$ cat src/sv/dda_pkg.sv
package dda_pkg;

  localparam int CREDIT_W  = 18;
  localparam int REACHED_W = 17;
  localparam int DENS_W    = 8;
  localparam int SHIFT_W   = 3;
  localparam int CFG_IDX_W = 3;
  localparam int CFG_DATA_W = 18;

  localparam logic [REACHED_W-1:0] REACHED_MAX = 17'h1FFFF;
  localparam logic [CREDIT_W-1:0]  CREDIT_MAX  = 18'h3FFFF;

  typedef enum logic [1:0] {
    OP_PLOT = 2'd0,
    OP_END  = 2'd1,
    OP_READ = 2'd2,
    OP_NONE = 2'd3
  } op_t;

  typedef enum logic [0:0] {
    KIND_READ   = 1'b0,
    KIND_REPORT = 1'b1
  } kind_t;

  localparam logic [CFG_IDX_W-1:0] REG_DENSITY_LIMIT   = 3'd0;
  localparam logic [CFG_IDX_W-1:0] REG_STEP_CAP        = 3'd1;
  localparam logic [CFG_IDX_W-1:0] REG_FADE_SHIFT      = 3'd2;
  localparam logic [CFG_IDX_W-1:0] REG_FADE_QUOTA      = 3'd3;
  localparam logic [CFG_IDX_W-1:0] REG_STALL_THRESHOLD = 3'd4;

  typedef enum logic [2:0] {
    ST_CLEAR,
    ST_IDLE,
    ST_PLOT_WR,
    ST_READ_OUT,
    ST_DIV_START,
    ST_DIV_WAIT,
    ST_SWEEP_INIT,
    ST_SWEEP
  } state_t;

  // One fade of a density count: c - ((c >> sh) + 1), floored at zero.
  function automatic logic [DENS_W-1:0] fade_step(input logic [DENS_W-1:0] c,
                                                  input logic [SHIFT_W-1:0] sh);
    logic [DENS_W:0] take;
    take = {1'b0, c >> sh} + 9'd1;
    fade_step = ({1'b0, c} > take) ? DENS_W'({1'b0, c} - take) : '0;
  endfunction

endpackage

$ cat src/sv/dda_div.sv
module dda_div (
  input  logic                          clk,
  input  logic                          rst_n,
  input  logic                          start,
  input  logic [dda_pkg::CREDIT_W-1:0]  dividend,
  input  logic [dda_pkg::CREDIT_W-1:0]  divisor,
  output logic                          done,
  output logic [dda_pkg::CREDIT_W-1:0]  quotient,
  output logic [dda_pkg::CREDIT_W-1:0]  remainder
);
  import dda_pkg::*;

  localparam int CNT_W = $clog2(CREDIT_W);
  localparam logic [CNT_W-1:0] LAST_STEP = CNT_W'(CREDIT_W - 1);

  logic                busy_r, busy_nxt;
  logic                done_r, done_nxt;
  logic [CNT_W-1:0]    cnt_r, cnt_nxt;
  logic [CREDIT_W-1:0] rem_r, rem_nxt;
  logic [CREDIT_W-1:0] quo_r, quo_nxt;
  logic [CREDIT_W-1:0] div_r, div_nxt;
  logic [CREDIT_W:0]   trial;
  logic                fits;

  // Restoring division, one quotient bit a cycle; quo_r shifts the dividend out
  // at the top while the quotient bits enter at the bottom.
  assign trial = {rem_r, quo_r[CREDIT_W-1]};
  assign fits  = trial >= {1'b0, div_r};

  always_comb begin
    busy_nxt = busy_r;
    done_nxt = 1'b0;
    cnt_nxt  = cnt_r;
    rem_nxt  = rem_r;
    quo_nxt  = quo_r;
    div_nxt  = div_r;
    if (start) begin
      busy_nxt = 1'b1;
      cnt_nxt  = '0;
      rem_nxt  = '0;
      quo_nxt  = dividend;
      div_nxt  = divisor;
    end else if (busy_r) begin
      rem_nxt = fits ? CREDIT_W'(trial - {1'b0, div_r}) : CREDIT_W'(trial);
      quo_nxt = {quo_r[CREDIT_W-2:0], fits};
      cnt_nxt = cnt_r + 1'b1;
      if (cnt_r == LAST_STEP) begin
        busy_nxt = 1'b0;
        done_nxt = 1'b1;
      end
    end
  end

  always_ff @(posedge clk) begin
    if (!rst_n) begin
      busy_r <= 1'b0;
      done_r <= 1'b0;
    end else begin
      busy_r <= busy_nxt;
      done_r <= done_nxt;
    end
    cnt_r <= cnt_nxt;
    rem_r <= rem_nxt;
    quo_r <= quo_nxt;
    div_r <= div_nxt;
  end

  assign done      = done_r;
  assign quotient  = quo_r;
  assign remainder = rem_r;

endmodule

$ cat config.mk
export PLATFORM = sky130hd
export DESIGN_NAME = dda_div
export DESIGN_NICKNAME = d
export VERILOG_FILES = /design/src/sv/dda_pkg.sv /design/src/sv/dda_div.sv
export SDC_FILE = /design/constraint.sdc
export NUM_CORES = 1
export LEC_CHECK = 0
export BUFFER_PORTS_ARGS = -buffer_cell sky130_fd_sc_hd__buf_2
export CAP_MARGIN = 5
export CORE_MARGIN = 5
export CORE_UTILIZATION = 42
export DETAILED_ROUTE_END_ITERATION = 10
export MAX_ROUTING_LAYER = met4
export SYNTH_ARGS = -nofsm -noshare
export SYNTH_HDL_FRONTEND = slang
export SYNTH_SLANG_ARGS = --single-unit
$ cat constraint.sdc
create_clock -name clk -period 4.9 [get_ports clk]
set_input_delay 0.49 -clock clk [delete_from_list [all_inputs] [get_ports clk]]
set_output_delay 0.49 -clock clk [all_outputs]
set_load 0.03 [all_outputs]
==> results.ini <==
[clock_tree]
clock_path_buffers = 2
clkTransAtPathRegs_ns = 0.08
cts_tree = built
cts_max_level = 3
clk_latency_ns = 0.34
cts_buffers = 9
root_buffer = clkbuf_8
cts.sinks = 61
cts_post_setup_buffers_inserted = 0
cts-hold-fix-buffers = 0
post_cts_resized = 0

[finish]
final_cell_mix = buf_2, nand2_1, edfxtp_1, nor2_1, dfxtp_1
nets = 477
diodes = 0
layout_commonest_cell = buf_2
drive_above_1_share_pct = 27.7
area_delta_synth_final_pct = 19.0
fillerInstances = 766

[sta]
finalSetupViolations = 0
clock_skew_ns = 0.0126
fin_crit_sh_pct = 65.9
final_max_slew_viol_count = 0
min_period_ns = 3.23
setup_ws_ns = 1.67
grt_setup_unrepaired = no
setup_tns_ns = 0
relSlewSlack_pct = 30.5
fmax_mhz = 310
finalHoldViolations = 0
tightest_slew_ns = 1.04

[floorplan]
die_area_um2 = 10300
rows = 33
io_pins = 76
core_um2 = 8180
die_y_um = 101
initial_core_util_pct = 42.8
die-width_um = 101

[job]
cap_violations = 0

[worst_setup_path]
worstPathRequired_ns = 5.11
cp.arrival_ns = 3.44
crit_path_start_kind = flip-flop
end_kind = flip-flop
worstPathMaxFanout = 23
path_class = flip-flop to flip-flop

[route]
drt-vias-per-instance = 5.55
avgRoutedWirePerCell_um = 16.6
routed_wl_mm = 8.76
drt_iter0_markers = 230
ant_nets = 0
drc = 0
num_vias = 2926
first_pass_iters = 4

[place]
io_buffers = 75
hpwl_mm = 6.33
place.gp.congestion = 0.911
place_ws_ns = 1.81

[logic_synthesis]
ys_types = 53
synth_seq_cells = 61
ys.flop_type = edfxtp_1
syn_area_um2 = 3500
yosysWarnings = 0
syn_area_per_cell_um2 = 10.1
synth_nets = 408
synthCells = 348
async_flop_share_pct = 0
yosysSeqAreaShare_pct = 45.2
synth_enable_flop_cells = 36

[grt]
antenna_found_initial = 0
grtUsageTotal_pct = 18.5
grt_start_max_net_pins = 33
grt_overflow = 0
grt_pass1_vias = 2978
grt_first_pass_wirelength_mm = 14.6

[hold_path]
min_path_type = input port to flip-flop

[pwr]
powerDensity_nw_per_um2 = 324
cellLeakagePower_nw = 1.80
finalPower_w = 0.00135
vdd.ir_drop.worst_mv = 0.178

[status]
outcome = complete, no violations

-- power breakdown --
group	internal (W)	switching (W)
Combinational	0.0000864	0.000142
Sequential	0.000582	0.0000205
Clock	0.000313	0.000206
-- cells by family (layout without fill, tap and decap cells) --
group,count (synthesis),in the layout,share of synthesized area (%)
and+or+nand+nor,94,94,12.2
AOI/OAI and AO/OA,93,93,19.5
DFF,61,61,45.2
buffers and inverters,43,117,5.00
adders and majority gates,21,21,7.72
muxes,20,20,6.40
xor gates and xnor gates,16,16,4.00
-- area by class of cell --
class,count,area [um2],share of cell area (%)
repair buffers,77,390,9.37
clock inverters,4,70.1,1.68
multi-input cells,244,1750,41.9
flip-flops and latches,61,1580,38.0
well taps,105,131,3.15
clock buffers,12,155,3.72
inverters,24,90.1,2.16
-- state kept, by name (all words and copies together) (netlist names) --
name and flops:
remainder 18, quotient 18, busy_r 1, cnt_r 5
div_r 18, done 1
-- cells in the mapped netlist, types with 10 or more instances --
master	instances	area [um2]
a21oi_1	15	75.1
clkbuf_1	11	41.3
nand2_1	38	143
edfxtp_1	36	1080
ha_1	20	250
dfxtp_1	25	500
o21ai_0	13	65.1
mux2_2	19	214
o211ai_1	15	113
inv_1	24	90.1
nor2_1	27	101
xnor2_1	10	87.6
-- worst paths after layout --
kind | from | to | slack (ns) | cells past startpoint
worst min-delay path | divisor[0] | div_r[0] | 0.32 | 1
worst min register to register | cnt_r[1] | cnt_r[1] | 0.52 | 2
worst max register to register | div_r[14] | quotient[0] | 1.67 | 7
worst max-delay path | div_r[14] | quotient[0] | 1.67 | 7
-- layer usage --
layer	track usage, %	wire [um]	vias up
met2	29.2	4080	102
li1	-	-	1433
met3	3.65	515	12
met5	-	0	-
met4	6.03	138	0
met1	24.0	4020	1379
-- per-stage QoR --
stage | instance area, um2 | hold WS (ns) | instances | utilization, %
floorplan | 3500 | 0.479 | 348 | -
global placement | 3940 | 0.496 | 511 | 48.2
detailed placement | 3940 | 0.509 | 511 | 48.2
CTS | 4170 | 0.303 | 527 | 50.9
global route | 4170 | 0.301 | 527 | 50.9
finish | 4170 | 0.325 | 527 | 50.9
-- worst max-delay path: stages (launching register included) --
cell,delay (ns)
edfxtp_1,0.33
inv_1,0.04
ha_1,0.43
nand2_1,0.18
nor4_1,0.65
a21boi_2,0.91
or2_4,0.37
mux2_2,0.17
Note: power is estimated with default switching activity, not from simulation.
